File: config.mk
export PLATFORM = sky130hd
export DESIGN_NAME = i2c_master_bit_sequencer
export DESIGN_NICKNAME = d
export VERILOG_FILES = /design/src/hw/rtl/i2cms_pkg.sv /design/src/hw/rtl/i2c_master_bit_sequencer.sv /design/src/hw/rtl/i2cms_shift.sv /design/src/hw/rtl/i2cms_ctrl.sv
export SDC_FILE = /design/constraint.sdc
export NUM_CORES = 1
export LEC_CHECK = 0
export ABC_AREA = 1
export BUFFER_PORTS_ARGS = -buffer_cell sky130_fd_sc_hd__buf_2
export CAP_MARGIN = 20
export CELL_PAD_IN_SITES_DETAIL_PLACEMENT = 0
export CELL_PAD_IN_SITES_GLOBAL_PLACEMENT = 1
export CORE_MARGIN = 3
export CORE_UTILIZATION = 37
export CTS_BUF_LIST = sky130_fd_sc_hd__clkbuf_4
export DETAILED_ROUTE_END_ITERATION = 8
export PLACE_DENSITY = 0.85
export SLEW_MARGIN = 40
export SYNTH_ARGS = -nofsm -noshare
export SYNTH_HDL_FRONTEND = slang
export SYNTH_SLANG_ARGS = --single-unit
File: constraint.sdc
create_clock -name clk -period 1.6 [get_ports clk]
set_input_delay 0.08 -clock clk [delete_from_list [all_inputs] [get_ports clk]]
set_output_delay 0.08 -clock clk [all_outputs]
set_load 0.05 [all_outputs]
File: src/hw/rtl/i2cms_pkg.sv
// shared types and constants for the i2c master bit sequencer
// no dependencies
`timescale 1ns / 1ps
`default_nettype none
package i2cms_pkg;

  localparam int BYTE_W     = 8;
  localparam int SAMP_W     = 9;
  localparam int MODE_W     = 3;
  localparam int CNT_W      = 4;
  localparam int IN_DATA_W  = 24;
  localparam int OUT_DATA_W = 16;

  localparam logic [MODE_W-1:0] MODE_ADDR_ACK = 3'd0;
  localparam logic [MODE_W-1:0] MODE_ADDR_FIX = 3'd1;
  localparam logic [MODE_W-1:0] MODE_WR_ACK   = 3'd2;
  localparam logic [MODE_W-1:0] MODE_WR_FIX   = 3'd3;
  localparam logic [MODE_W-1:0] MODE_READ     = 3'd4;
  localparam logic [MODE_W-1:0] MODE_STOP     = 3'd5;

  localparam logic [CNT_W-1:0] CNT_START_LAST = 4'd1;
  localparam logic [CNT_W-1:0] CNT_BIT_LAST   = 4'd8;
  localparam logic [CNT_W-1:0] CNT_STOP_LAST  = 4'd2;

  typedef enum logic [1:0] {
    ST_IDLE,
    ST_START,
    ST_BITS,
    ST_STOP
  } seq_state_t;

  // one bus phase as seen by the output stage
  typedef struct packed {
    logic busy;
    logic scl;
    logic sda;
    logic use_tx;
    logic last;
    logic is_read;
    logic samp_ack;
  } phase_t;

  // shift register control
  typedef struct packed {
    logic load;
    logic shift;
  } shift_ctl_t;

endpackage
`default_nettype wire

File: src/hw/rtl/i2c_master_bit_sequencer.sv
// channel  | valid/ready          | data                          | side
// in       | in_tvalid/in_tready  | in_tdata (byte, ack, samples) | in_tuser (mode)
// out      | out_tvalid/out_tready| out_tdata (scl, sda, rd, ack) | out_tlast (last phase)
// cfg      | cfg_we               | cfg_wdata (ninth bit level)   | -
// a command yields one phase per cycle while out_tready is high: start 20, write and
// read 18, stop 3; the next item is taken only once the sequencer is back in idle
// the phase count is set by the command state, the bit counter and the half-period flag
// synchronous active-low reset clears the sequencer and the output valid flag
// a phase left waiting in the output register by a low out_tready freezes the sequencer
// depends on i2cms_pkg, i2cms_ctrl, i2cms_shift
`timescale 1ns / 1ps
`default_nettype none
module i2c_master_bit_sequencer (
  input  wire                              clk,
  input  wire                              rst_n,
  input  wire                              in_tvalid,
  output logic                             in_tready,
  // [7:0] data_byte, [8] ack_flag, [17:9] line_samples
  input  wire [i2cms_pkg::IN_DATA_W-1:0]   in_tdata,
  // [2:0] mode
  input  wire [i2cms_pkg::MODE_W-1:0]      in_tuser,
  output logic                             out_tvalid,
  input  wire                              out_tready,
  // [0] scl_level, [1] sda_level, [9:2] read_byte, [10] ack_seen
  output logic [i2cms_pkg::OUT_DATA_W-1:0] out_tdata,
  output logic                             out_tlast,
  input  wire                              cfg_we,
  input  wire                              cfg_wdata
);
  import i2cms_pkg::*;

  logic                ninth_r;
  logic                in_fire;
  logic                adv;
  phase_t              phase;
  shift_ctl_t          sctl;
  logic [SAMP_W-1:0]   tx_load;
  logic                ninth_bit;
  logic                tx_bit;
  logic                rx_bit;
  logic [BYTE_W-1:0]   rd_byte;
  logic                out_valid_r, out_valid_nxt;
  logic [OUT_DATA_W-1:0] out_data_r, out_data_nxt;
  logic                out_last_r, out_last_nxt;
  logic                sda_now;

  assign in_tready = ~phase.busy;
  assign in_fire   = in_tvalid & in_tready;
  assign adv       = phase.busy & (~out_valid_r | out_tready);

  always_ff @(posedge clk) begin
    if (!rst_n) begin
      ninth_r <= 1'b0;
    end else if (cfg_we) begin
      ninth_r <= cfg_wdata;
    end
  end

  always_comb begin
    case (in_tuser)
      MODE_ADDR_ACK, MODE_WR_ACK: ninth_bit = 1'b1;
      MODE_READ: ninth_bit = ~in_tdata[8];
      default: ninth_bit = ninth_r;
    endcase
    if (in_tuser == MODE_READ) begin
      tx_load = {{BYTE_W{1'b1}}, ninth_bit};
    end else begin
      tx_load = {in_tdata[7:0], ninth_bit};
    end
  end

  i2cms_ctrl u_ctrl (
    .clk   (clk),
    .rst_n (rst_n),
    .start (in_fire),
    .mode  (in_tuser),
    .adv   (adv),
    .phase (phase),
    .sctl  (sctl)
  );

  i2cms_shift u_shift (
    .clk     (clk),
    .ctl     (sctl),
    .tx_load (tx_load),
    .rx_load (in_tdata[17:9]),
    .tx_bit  (tx_bit),
    .rx_bit  (rx_bit),
    .rd_byte (rd_byte)
  );

  // output register
  always_comb begin
    sda_now       = phase.use_tx ? tx_bit : phase.sda;
    out_valid_nxt = out_valid_r;
    out_data_nxt  = out_data_r;
    out_last_nxt  = out_last_r;
    if (adv) begin
      out_valid_nxt = 1'b1;
      out_data_nxt  = '0;
      out_data_nxt[0] = phase.scl;
      out_data_nxt[1] = sda_now;
      if (phase.last && phase.is_read) begin
        out_data_nxt[9:2] = rd_byte;
      end
      out_data_nxt[10] = phase.last & phase.samp_ack & rx_bit;
      out_last_nxt     = phase.last;
    end else if (out_tready) begin
      out_valid_nxt = 1'b0;
    end
  end

  always_ff @(posedge clk) begin
    if (!rst_n) begin
      out_valid_r <= 1'b0;
    end else begin
      out_valid_r <= out_valid_nxt;
    end
    out_data_r <= out_data_nxt;
    out_last_r <= out_last_nxt;
  end

  assign out_tvalid = out_valid_r;
  assign out_tdata  = out_data_r;
  assign out_tlast  = out_last_r;

`ifndef NO_ASSERTIONS
  a_unused_zero: assert property (@(posedge clk) disable iff (!rst_n)
    (out_tvalid && !out_tlast) |-> (out_tdata[10:2] == '0))
    else $error("result fields set before last phase");

  a_stop_busy: assert property (@(posedge clk) disable iff (!rst_n)
    (in_fire && in_tuser == MODE_STOP) |=> !in_tready)
    else $error("stop command did not start");

  a_last_scl_high: assert property (@(posedge clk) disable iff (!rst_n)
    (out_tvalid && out_tlast) |-> out_tdata[0])
    else $error("last phase with scl low");
`endif

endmodule
`default_nettype wire

File: src/hw/rtl/i2cms_shift.sv
// bit-serial shift registers: outgoing sda bits, incoming samples, read byte
// depends on i2cms_pkg
`timescale 1ns / 1ps
`default_nettype none
module i2cms_shift (
  input  wire                          clk,
  input  wire i2cms_pkg::shift_ctl_t   ctl,
  input  wire [i2cms_pkg::SAMP_W-1:0]  tx_load,
  input  wire [i2cms_pkg::SAMP_W-1:0]  rx_load,
  output logic                         tx_bit,
  output logic                         rx_bit,
  output logic [i2cms_pkg::BYTE_W-1:0] rd_byte
);
  import i2cms_pkg::*;

  logic [SAMP_W-1:0] tx_r, tx_nxt;
  logic [SAMP_W-1:0] rx_r, rx_nxt;
  logic [BYTE_W-1:0] acc_r, acc_nxt;

  always_comb begin
    tx_nxt  = tx_r;
    rx_nxt  = rx_r;
    acc_nxt = acc_r;
    if (ctl.load) begin
      tx_nxt  = tx_load;
      rx_nxt  = rx_load;
      acc_nxt = '0;
    end else if (ctl.shift) begin
      tx_nxt  = {tx_r[SAMP_W-2:0], 1'b0};
      rx_nxt  = {rx_r[SAMP_W-2:0], 1'b0};
      acc_nxt = {acc_r[BYTE_W-2:0], rx_r[SAMP_W-1]};
    end
  end

  always_ff @(posedge clk) begin
    tx_r  <= tx_nxt;
    rx_r  <= rx_nxt;
    acc_r <= acc_nxt;
  end

  assign tx_bit  = tx_r[SAMP_W-1];
  assign rx_bit  = rx_r[SAMP_W-1];
  assign rd_byte = acc_r;

endmodule
`default_nettype wire

File: src/hw/rtl/i2cms_ctrl.sv
// phase sequencer: command state, bit counter and half-period flag
// depends on i2cms_pkg
`timescale 1ns / 1ps
`default_nettype none
module i2cms_ctrl (
  input  wire                          clk,
  input  wire                          rst_n,
  input  wire                          start,
  input  wire [i2cms_pkg::MODE_W-1:0]  mode,
  input  wire                          adv,
  output i2cms_pkg::phase_t            phase,
  output i2cms_pkg::shift_ctl_t        sctl
);
  import i2cms_pkg::*;

  seq_state_t       state_r, state_nxt;
  logic [CNT_W-1:0] cnt_r, cnt_nxt;
  logic             half_r, half_nxt;
  logic             rd_r, rd_nxt;
  logic             sack_r, sack_nxt;

  // next state
  always_comb begin
    state_nxt = state_r;
    cnt_nxt   = cnt_r;
    half_nxt  = half_r;
    rd_nxt    = rd_r;
    sack_nxt  = sack_r;
    case (state_r)
      ST_IDLE: begin
        cnt_nxt  = '0;
        half_nxt = 1'b0;
        if (start) begin
          rd_nxt   = (mode == MODE_READ);
          sack_nxt = (mode == MODE_ADDR_ACK) || (mode == MODE_WR_ACK);
          case (mode)
            MODE_ADDR_ACK, MODE_ADDR_FIX: state_nxt = ST_START;
            MODE_WR_ACK, MODE_WR_FIX, MODE_READ: state_nxt = ST_BITS;
            MODE_STOP: state_nxt = ST_STOP;
            default: state_nxt = ST_IDLE;
          endcase
        end
      end
      ST_START: begin
        if (adv) begin
          if (cnt_r == CNT_START_LAST) begin
            state_nxt = ST_BITS;
            cnt_nxt   = '0;
          end else begin
            cnt_nxt = cnt_r + 1'b1;
          end
        end
      end
      ST_BITS: begin
        if (adv) begin
          half_nxt = ~half_r;
          if (half_r) begin
            if (cnt_r == CNT_BIT_LAST) begin
              state_nxt = ST_IDLE;
            end else begin
              cnt_nxt = cnt_r + 1'b1;
            end
          end
        end
      end
      ST_STOP: begin
        if (adv) begin
          if (cnt_r == CNT_STOP_LAST) begin
            state_nxt = ST_IDLE;
          end else begin
            cnt_nxt = cnt_r + 1'b1;
          end
        end
      end
      default: state_nxt = ST_IDLE;
    endcase
  end

  always_ff @(posedge clk) begin
    if (!rst_n) begin
      state_r <= ST_IDLE;
      cnt_r   <= '0;
      half_r  <= 1'b0;
      rd_r    <= 1'b0;
      sack_r  <= 1'b0;
    end else begin
      state_r <= state_nxt;
      cnt_r   <= cnt_nxt;
      half_r  <= half_nxt;
      rd_r    <= rd_nxt;
      sack_r  <= sack_nxt;
    end
  end

  // outputs
  always_comb begin
    phase          = '0;
    phase.is_read  = rd_r;
    phase.samp_ack = sack_r;
    sctl.load      = 1'b0;
    sctl.shift     = 1'b0;
    case (state_r)
      ST_IDLE: begin
        sctl.load = start;
      end
      ST_START: begin
        phase.busy = 1'b1;
        phase.scl  = 1'b1;
        phase.sda  = (cnt_r == '0);
      end
      ST_BITS: begin
        phase.busy   = 1'b1;
        phase.scl    = half_r;
        phase.use_tx = 1'b1;
        phase.last   = half_r && (cnt_r == CNT_BIT_LAST);
        sctl.shift   = adv && half_r;
      end
      ST_STOP: begin
        phase.busy = 1'b1;
        phase.scl  = (cnt_r != '0);
        phase.sda  = (cnt_r == CNT_STOP_LAST);
        phase.last = (cnt_r == CNT_STOP_LAST);
      end
      default: begin
        phase.busy = 1'b0;
      end
    endcase
  end

endmodule
`default_nettype wire
==> results of run 1 <==
==> area by class of cell <==
type / instances / area share
clock buffer: 5 / 0.0131
clock inverter: 3 / 0.0153
inverter: 29 / 0.0390
multi-input combinational: 185 / 0.310
sequential: 49 / 0.449
tap: 75 / 0.0329
timing repair buffer: 61 / 0.140
==> metrics by stage <==
step           instances  hold WS (ns)   util  area [um^2]
2_1_floorplan        276         0.173      -         2380
3_3_place_gp         387         0.269  0.440         2650
3_5_place_dp         387         0.275  0.440         2650
4_1_cts              407        0.0135  0.474         2850
5_1_grt              407       0.00768  0.474         2860
6_report             407        0.0403  0.474         2860
==> per-layer routing <==
layer,vias up,share of wire,global-route usage
met1,793,0.49,0.174
li1,992,-,-
met4,0,0.0076,0.0388
met5,-,0,0
met3,4,0.047,0.0365
met2,38,0.46,0.213
==> critical path, delay by kind of cell, from the launching register on <==
| kind | cells | cell delay, ns |
|---|---|---|
| and+or+nand+nor | 3 | 0.36 |
| buffers and inverters | 2 | 0.41 |
| AOI/OAI and AO/OA | 1 | 0.15 |
| DFF | 1 | 0.34 |
==> cell usage in the layout (no fill, tap or decap) <==
cell type      instances
clkbuf_4               5
nand2_1               59
inv_4                  1
inv_2                  2
nor2_2                 2
o21ai_0               13
dfxtp_2                1
o211ai_1               2
and3_1                 1
dlygate4sd3_1         12
nor3b_1                1
nor2_1                45
buf_2                 40
nand3_1               12
nand3_2                1
xor2_1                 1
nand2_2                4
inv_1                 26
buf_4                  8
conb_1                 5
ha_1                   4
a211oi_1               1
nand2_8                1
a21oi_1               26
clkinv_2               1
edfxtp_1              30
bufinv_16              1
nand2_4                1
dfxtp_1               18
inv_6                  1
o21ai_1                2
o21ai_2                1
nand4_1                1
buf_12                 1
nor2_4                 2
==> sequential cells by signal (all words and copies together) (netlist names), 2 cells and up <==
name,cells
out_tdata,11
u_ctrl.cnt_r,4
u_ctrl.state_r,2
u_shift.rd_byte,8
u_shift.rx_r,9
u_shift.tx_r,9
==> logic make-up (layout without fill, tap and decap cells) <==
kind of cell             count (synthesis)  count (layout)  share of synthesized area
buffers and inverters                   42              98                     0.0872
XOR/XNOR                                 1               1                    0.00374
adder cells (fa/ha/maj)                  4               4                     0.0214
AO/OA/AOI/OAI                           45              45                      0.101
AND/OR/NAND/NOR                        130             130                      0.237
other                                    1               5                    0.00160
flip-flops                              49              49                      0.548
==> worst paths after layout <==
check	endpoint	slack, ns	start
worst min register to register	u_shift.rd_byte[7]	0.46	u_shift.rd_byte[7]
worst max-delay path	u_shift.tx_r[5]	0.19	u_ctrl.state_r[1]
worst max register to register	u_shift.tx_r[5]	0.19	u_ctrl.state_r[1]
worst min-delay path	u_shift.tx_r[4]	0.04	in_tdata[3]
==> power breakdown <==
group          switching, mW  internal [mW]
clock network          0.403          0.332
registers              0.135           1.85
logic                   1.38          0.567
total                   1.92           2.75
==> repair_timing <==
action                     in CTS  in global routing
hold endpoints to repair       14                  0
setup buffers                   0                  0
resized for setup               0                  1
setup endpoints to repair       0                  1
hold buffers                   12                  0
==> impl_metrics.tcl, run 1 <==
set metrics [dict create \
    min_path_cells 3 \
    fp.dieH_um 85.5 \
    startpoint_type "flop" \
    initial_core_util 0.388 \
    cts_htree_levels 2 \
    yosysTopAreaCell "edfxtp_1" \
    synth-edff-count 30 \
    cts-root-buf "clkbuf_4" \
    slowest_delay_ns 0.34 \
    grt_pass1_wl_um 7680 \
    critPathRequiredTime_ns 1.82 \
    dp_slack_ns 0.178 \
    gp_congestion 0.770 \
    synth_area_leaders "edfxtp_1, dfxtp_1, nand2_1" \
    tns_ns 0 \
    syn_inst 272 \
    critical_path_class "reg2reg" \
    dieWidth_um 85.5 \
    drt_iter0_drc 79 \
    p_leak_nw 1.25 \
    crit_fanout 19 \
    ff2ff_path_depth 6 \
    globalRouteTotalUtil 0.132 \
    drv_slew 0 \
    worstSetupEndpointType "flop" \
    outcome "complete, no violations" \
    async_flop_share 0 \
    ir_drop_mv 0.978 \
    detail-route-antenna-nets 0 \
    cts_buffers 5 \
    n_antenna_cell 0 \
    cts_tree "yes" \
    dr.pass1.iters 4 \
    setup_viol 0 \
    grt_max_degree 20 \
    timing.final.crit_share 0.879 \
    drc 0 \
    synthFlopType "edfxtp_1" \
    fillCellCount 610 \
    multi_input_area_um2 886 \
    drt-total-wl_um 4450 \
    areaGrowthSynthToFinish_pct 22.0 \
    total_power_mw 4.66 \
    final_layout_size_suffix_gt1_frac 0.220 \
    clk_pin_slew_ns 0.14 \
    synth_area_um2 2340 \
    hold_class "in2reg" \
    clockBufferDepth 2 \
    setup_ws_ns 0.194 \
    fin_crit_ns 1.41 \
    synth_seq_cells 49 \
    power_density_nw_per_um2 1630 \
    grt-ovfl-total 0 \
    io_pins 52 \
    portBuffers 40 \
    grt_pass1_vias 1667 \
    routedWlPerCell_um 10.9 \
    syn_area_per_cell_um2 8.60 \
    drv_cap 0 \
    num_rows 28 \
    critical_path.slowest_cell "dfxtp_1" \
    crit_chain "buf_4, nor2_4, nand2_2, inv_2, nor2_1, a21oi_1" \
    core_um2 6030 \
    ys_warn_count 0 \
    synth-seq-area-share 0.548 \
    avgViaCountPerCell 4.49 \
    yosys-top-cells-count "nand2_1, nor2_1, edfxtp_1" \
    vias 1827 \
    hpwl_um 3250 \
    arrival_ns 1.63 \
    final_nets 368 \
    yosysTopAreaCellShare 0.385 \
    worstSkewPairLatency_ns 0.37 \
    hold_viol 0 \
    max_freq_ghz 0.711 \
    regArea_um2 1280 \
    synth_cell_types 29 \
    clock-sinks 49 \
    rsz0062_at_grt "no" \
    yosysMostFrequentCell "nand2_1" \
    antenna_found_initial 0 \
    die-area_um2 7310 \
    finClkSkew_ns 0.00840 \
]
(Power assumes the default switching activity.)
==> run 2, diff against run 1 <==
Settings changed: CORE_MARGIN 3 to 4.
==> run 2 against run 1 <==
Compared with the run above:
- register-to-register slack worse by 0.02 ns
- clock skew rose by 0.0021 ns
- largest power group unchanged
- sequential share of layout area about the same
- worst hold slack got worse by 0.010 ns
- combinational power is essentially flat
- critical path type unchanged
- setup slack got worse by 0.015 ns
- routed wire length is 2.5% higher
- total power decreased by 2.3%
- non-clock buffer count is 1 lower
- clock-buffer cell count unchanged
- critical path depth did not move
- global-route usage shrank 0.54 points
==> impl_metrics.tcl, run 2 (synthesis results as in run 1) <==
set metrics [dict create \
    outcome "complete, no violations" \
    routedWlPerCell_um 11.2 \
    cts_tree "yes" \
    fillCellCount 629 \
    vias 1874 \
    hpwl_um 3290 \
    fin_crit_ns 1.42 \
    largest_reg_flops 11 \
    cts_htree_levels 2 \
    multi_input_area_um2 888 \
    drv_cap 0 \
    drv_slew 0 \
    swShare 0.428 \
    finClkSkew_ns 0.0105 \
    seq_power_share 0.441 \
    clockBufferDepth 2 \
    rsz0062_at_grt "no" \
    drc 0 \
    pwr-share-comb 0.425 \
    worstSkewPairLatency_ns 0.37 \
    grt-ovfl-total 0 \
    p_int_mw 2.61 \
    globalRouteTotalUtil 0.126 \
    grt_pass1_vias 1713 \
    final_cell_mix "nand2_1, nor2_1, buf_2" \
    rrSetupSlack_ns 0.18 \
    initial_core_util 0.388 \
    portBuffers 40 \
    ir_drop_mv 0.884 \
    dieWidth_um 87.5 \
    drt-total-wl_um 4560 \
    num_rows 28 \
    p_switching_mw 1.95 \
    timing.final.crit_share 0.888 \
    fp.dieH_um 87.5 \
    hold_viol 0 \
    io_pins 52 \
    final_common_cell "nand2_1" \
    power_density_nw_per_um2 1590 \
    final_nets 367 \
    gp_congestion 0.802 \
    arrival_ns 1.66 \
    startpoint_type "flop" \
    critical_path_class "reg2reg" \
    clkPwrFrac 0.134 \
    clk_pin_slew_ns 0.16 \
    tns_ns 0 \
    hold_class "in2reg" \
    p_leak_nw 1.25 \
    n_antenna_cell 0 \
    grt_pass1_wl_um 7690 \
    cts-root-buf "clkbuf_4" \
    clock-sinks 49 \
    drt_iter0_drc 74 \
    antenna_found_initial 0 \
    setup_ws_ns 0.179 \
    crit_fanout 8 \
    critPathRequiredTime_ns 1.84 \
    grt_max_degree 20 \
    die-area_um2 7660 \
    postCtsSetupBuffers 0 \
    regArea_um2 1280 \
    core_um2 6030 \
    cts_buffers 5 \
    detail-route-antenna-nets 0 \
    dr.pass1.iters 4 \
    dp_slack_ns 0.0481 \
    max_freq_ghz 0.703 \
    avgViaCountPerCell 4.62 \
    final_layout_size_suffix_gt1_frac 0.224 \
    setup_viol 0 \
    areaGrowthSynthToFinish_pct 22.1 \
    worstSetupEndpointType "flop" \
]
## run 2: changes by cell type in the layout (fill, tap and decap cells not counted), sizes merged
cell	previous run	this run
buf	49	48
bufinv	1	0
clkinv	1	0
clkinvlp	0	1
inv	30	31
## run 2: final timing paths
| kind | from | cells past startpoint | endpoint |
|---|---|---|---|
| max reg2reg | u_ctrl.cnt_r[0] | 6 | out_tdata[3] |
| min | in_tdata[4] | 3 | u_shift.tx_r[5] |
| min reg2reg | u_shift.rd_byte[7] | 2 | u_shift.rd_byte[7] |
| max | u_ctrl.cnt_r[0] | 6 | out_tdata[3] |
## run 2: repair_timing
| item | 4_1_cts | 5_1_grt |
|---|---|---|
| hold buffers | 12 | 0 |
| resized for setup | 0 | 3 |
| setup endpoints to repair | 0 | 16 |
| hold endpoints to repair | 14 | 0 |
## run 2: final cells by class
type | count | area share
flip-flops and latches | 49 | 0.449
multi-input cells | 185 | 0.311
well taps | 75 | 0.0328
inverters | 29 | 0.0390
clock buffers | 5 | 0.0131
clock inverters | 3 | 0.00876
repair buffers | 60 | 0.146
## run 2: through the flow
stage                      util  hold slack, ns  power, mW  std cells  area [um^2]
after floorplan               -           0.173       3.48        276         2380
after global placement    0.443           0.269       3.93        386         2670
after detailed placement  0.443           0.275       3.97        386         2670
after CTS                 0.473         0.00827       4.61        406         2850
after global routing      0.474          0.0123       4.86        406         2860
final                     0.474          0.0300       4.56        406         2860
## run 2: worst max-delay path, cell delays in order, from the launching register on
cell	delay [ns]
dfxtp_1	0.34
inv_1	0.10
ha_1	0.22
nand3_1	0.13
o21ai_2	0.22
nand2_2	0.15
nor2_1	0.13
## run 2: layer usage
layer | vias to the layer above | share of wire | track usage | routed length (um)
li1 | 993 | - | - | -
met1 | 832 | 0.49 | 0.168 | 2250
met2 | 43 | 0.44 | 0.205 | 2010
met3 | 6 | 0.054 | 0.0303 | 244
met4 | 0 | 0.012 | 0.0377 | 54
met5 | - | 0 | 0 | 0
## run 2: power groups by stage
| stage | logic, mW | clock network, mW | registers [mW] |
|---|---|---|---|
| final | 1.94 | 0.610 | 2.01 |
| after global routing | 2.12 | 0.684 | 2.05 |
| after CTS | 1.96 | 0.641 | 2.01 |
| after detailed placement | 1.93 | 0 | 2.04 |
| after global placement | 1.91 | 0 | 2.03 |
| after floorplan | 0.965 | 0 | 2.52 |
==> run 3, diff against run 2 <==
Settings changed: ABC_AREA 1 to 0, CORE_UTILIZATION 37 to 39, CTS_CLUSTER_DIAMETER from default to 100, PLACE_DENSITY 0.85 to 0.86.
==> run 3 against run 2 <==
Compared with the run above:
- cell count shrank 16%
- critical endpoint is now u_ctrl.cnt_r[2]
- sequential power shrank 23%
- flip-flop and latch count is the same
- synthesized cell count shrank 27%
- critical path depth shrank 2
- synthesized area shrank 5.8%
- combinational power shrank 66%
- setup slack lost 0.062 ns
- via count shrank 14%
- first-iteration DRC count shrank 50%
==> impl_metrics.tcl, run 3 <==
set metrics [dict create \
    yosysMostFrequentCell "nand2_1" \
    yosys-top-cells-count "nand2_1, edfxtp_1, dfxtp_1" \
    io_pins 52 \
    power_density_nw_per_um2 985 \
    slowest_delay_ns 0.48 \
    synth_seq_cells 49 \
    dp_slack_ns 0.101 \
    max_freq_ghz 0.674 \
    syn_area_per_cell_um2 11.1 \
    num_rows 27 \
    hold_class "in2reg" \
    fin_crit_ns 1.48 \
    critPathRequiredTime_ns 1.87 \
    clock-sinks 49 \
    die-area_um2 6920 \
    cts-root-buf "clkbuf_4" \
    hold_viol 0 \
    syn_inst 198 \
    rsz0062_at_grt "no" \
    regArea_um2 1280 \
    drt_iter0_drc 37 \
    ir_drop_mv 0.494 \
    multi_input_area_um2 882 \
    tns_ns 0 \
    async_flop_share 0 \
    n_antenna_cell 0 \
    synthFlopType "edfxtp_1" \
    drt-total-wl_um 4200 \
    areaGrowthSynthToFinish_pct 28.2 \
    grt_pass1_vias 1501 \
    drc 0 \
    final_common_cell "buf_2" \
    grt_max_degree 26 \
    final_core_util 0.513 \
    gp_congestion 0.792 \
    timing.final.crit_share 0.927 \
    dieWidth_um 83.2 \
    cts_tree "yes" \
    avgViaCountPerCell 4.76 \
    cts_htree_levels 2 \
    initial_core_util 0.400 \
    synth_area_um2 2200 \
    crit_family "simple AND/OR/NAND/NOR gates" \
    portBuffers 40 \
    routedWlPerCell_um 12.4 \
    postCtsSetupBuffers 0 \
    final_cell_mix "buf_2, nand2_1, edfxtp_1" \
    clockBufferDepth 2 \
    yosysTopAreaCellShare 0.409 \
    crit_fanout 11 \
    cts_buffers 5 \
    setup_ws_ns 0.116 \
    synth-edff-count 30 \
    worstSetupEndpointType "flop" \
    critPathBufInv 0 \
    core_um2 5510 \
    finClkSkew_ns 0.00789 \
    hpwl_um 2920 \
    fillCellCount 504 \
    drv_slew 0 \
    p_leak_nw 1.17 \
    dr.pass1.iters 4 \
    synth-seq-area-share 0.581 \
    worstSkewPairLatency_ns 0.37 \
    setup_viol 0 \
    drv_cap 0 \
    grt_pass1_wl_um 7180 \
    critical_path.slowest_cell "dfxtp_2" \
    fp.dieH_um 83.2 \
    ys_warn_count 0 \
    critical_path_class "reg2reg" \
    yosysTopAreaCell "edfxtp_1" \
    final_layout_size_suffix_gt1_frac 0.265 \
    antenna_found_initial 0 \
    detail-route-antenna-nets 0 \
    vias 1620 \
    synth_cell_types 41 \
    arrival_ns 1.75 \
    crit_chain "or3b_4, o22ai_2, nor3b_4, a22o_1" \
    globalRouteTotalUtil 0.128 \
    startpoint_type "flop" \
    largest_reg_flops 11 \
    grt-ovfl-total 0 \
    synth_area_leaders "edfxtp_1, dfxtp_1, nand2_1" \
    clk_pin_slew_ns 0.14 \
    outcome "complete, no violations" \
    final_nets 304 \
]
run 3: changes by cell type after synthesis, moves of 10 or more:
cell / delta
nor2_1: -27
o21ai_0: -10
mux2i_1: +11
a21oi_1: -18
nand2_1: -25
inv_1: -22
run 3: power breakdown:
part / internal (mW) / switching, mW
registers: 1.49 / 0.0522
clock network: 0.175 / 0.400
logic: 0.245 / 0.417
total: 1.91 / 0.869
run 3: cell type report:
| class | instances | area share |
|---|---|---|
| clock buffers | 5 | 0.0133 |
| clock inverters | 3 | 0.00753 |
| inverters | 4 | 0.00532 |
| multi-input cells | 138 | 0.312 |
| flip-flops and latches | 49 | 0.455 |
| well taps | 72 | 0.0319 |
| repair buffers | 69 | 0.175 |
run 3: logic make-up after synthesis:
kind of cell | after synthesis | synth area share
buf+inv | 15 | 0.0392
compound gates | 32 | 0.113
simple gates | 85 | 0.188
mux | 11 | 0.0500
xor+xnor | 1 | 0.00398
other cells | 1 | 0.00170
fa+ha+maj | 4 | 0.0227
flops | 49 | 0.581
run 3: routing by layer:
layer / global-route usage / routed length [um] / vias up
li1: - / - / 841
met1: 0.173 / 1980 / 732
met2: 0.192 / 1910 / 41
met3: 0.0437 / 248 / 6
met4: 0.0446 / 59 / 0
met5: 0 / 0 / -
run 3: path summary, 6_finish.rpt:
path	startpoint	end	slack, ns	depth (start not counted)
worst max-delay path	u_ctrl.state_r[0]	u_ctrl.cnt_r[2]	0.12	4
worst min-delay path	in_tdata[9]	u_shift.rx_r[0]	0.02	2
worst max register to register	u_ctrl.state_r[0]	u_ctrl.cnt_r[2]	0.12	4
worst min register to register	u_ctrl.sack_r	u_ctrl.sack_r	0.48	2
run 3: what timing repair did:
action / CTS / global route
resized for setup: 0 / 3
hold buffers: 20 / 0
endpoints found under the setup margin: 0 / 9
hold endpoints to repair: 21 / 0
run 3: metrics by stage:
step           std cells  cell area, um^2  total power, mW  hold WS, ns
6_report             340             2820             2.78       0.0206
4_1_cts              340             2810             2.81     0.000714
5_1_grt              340             2820             2.94       0.0131
2_1_floorplan        202             2250             2.02        0.213
3_5_place_dp         312             2550             2.20        0.330
3_3_place_gp         312             2550             2.18        0.314
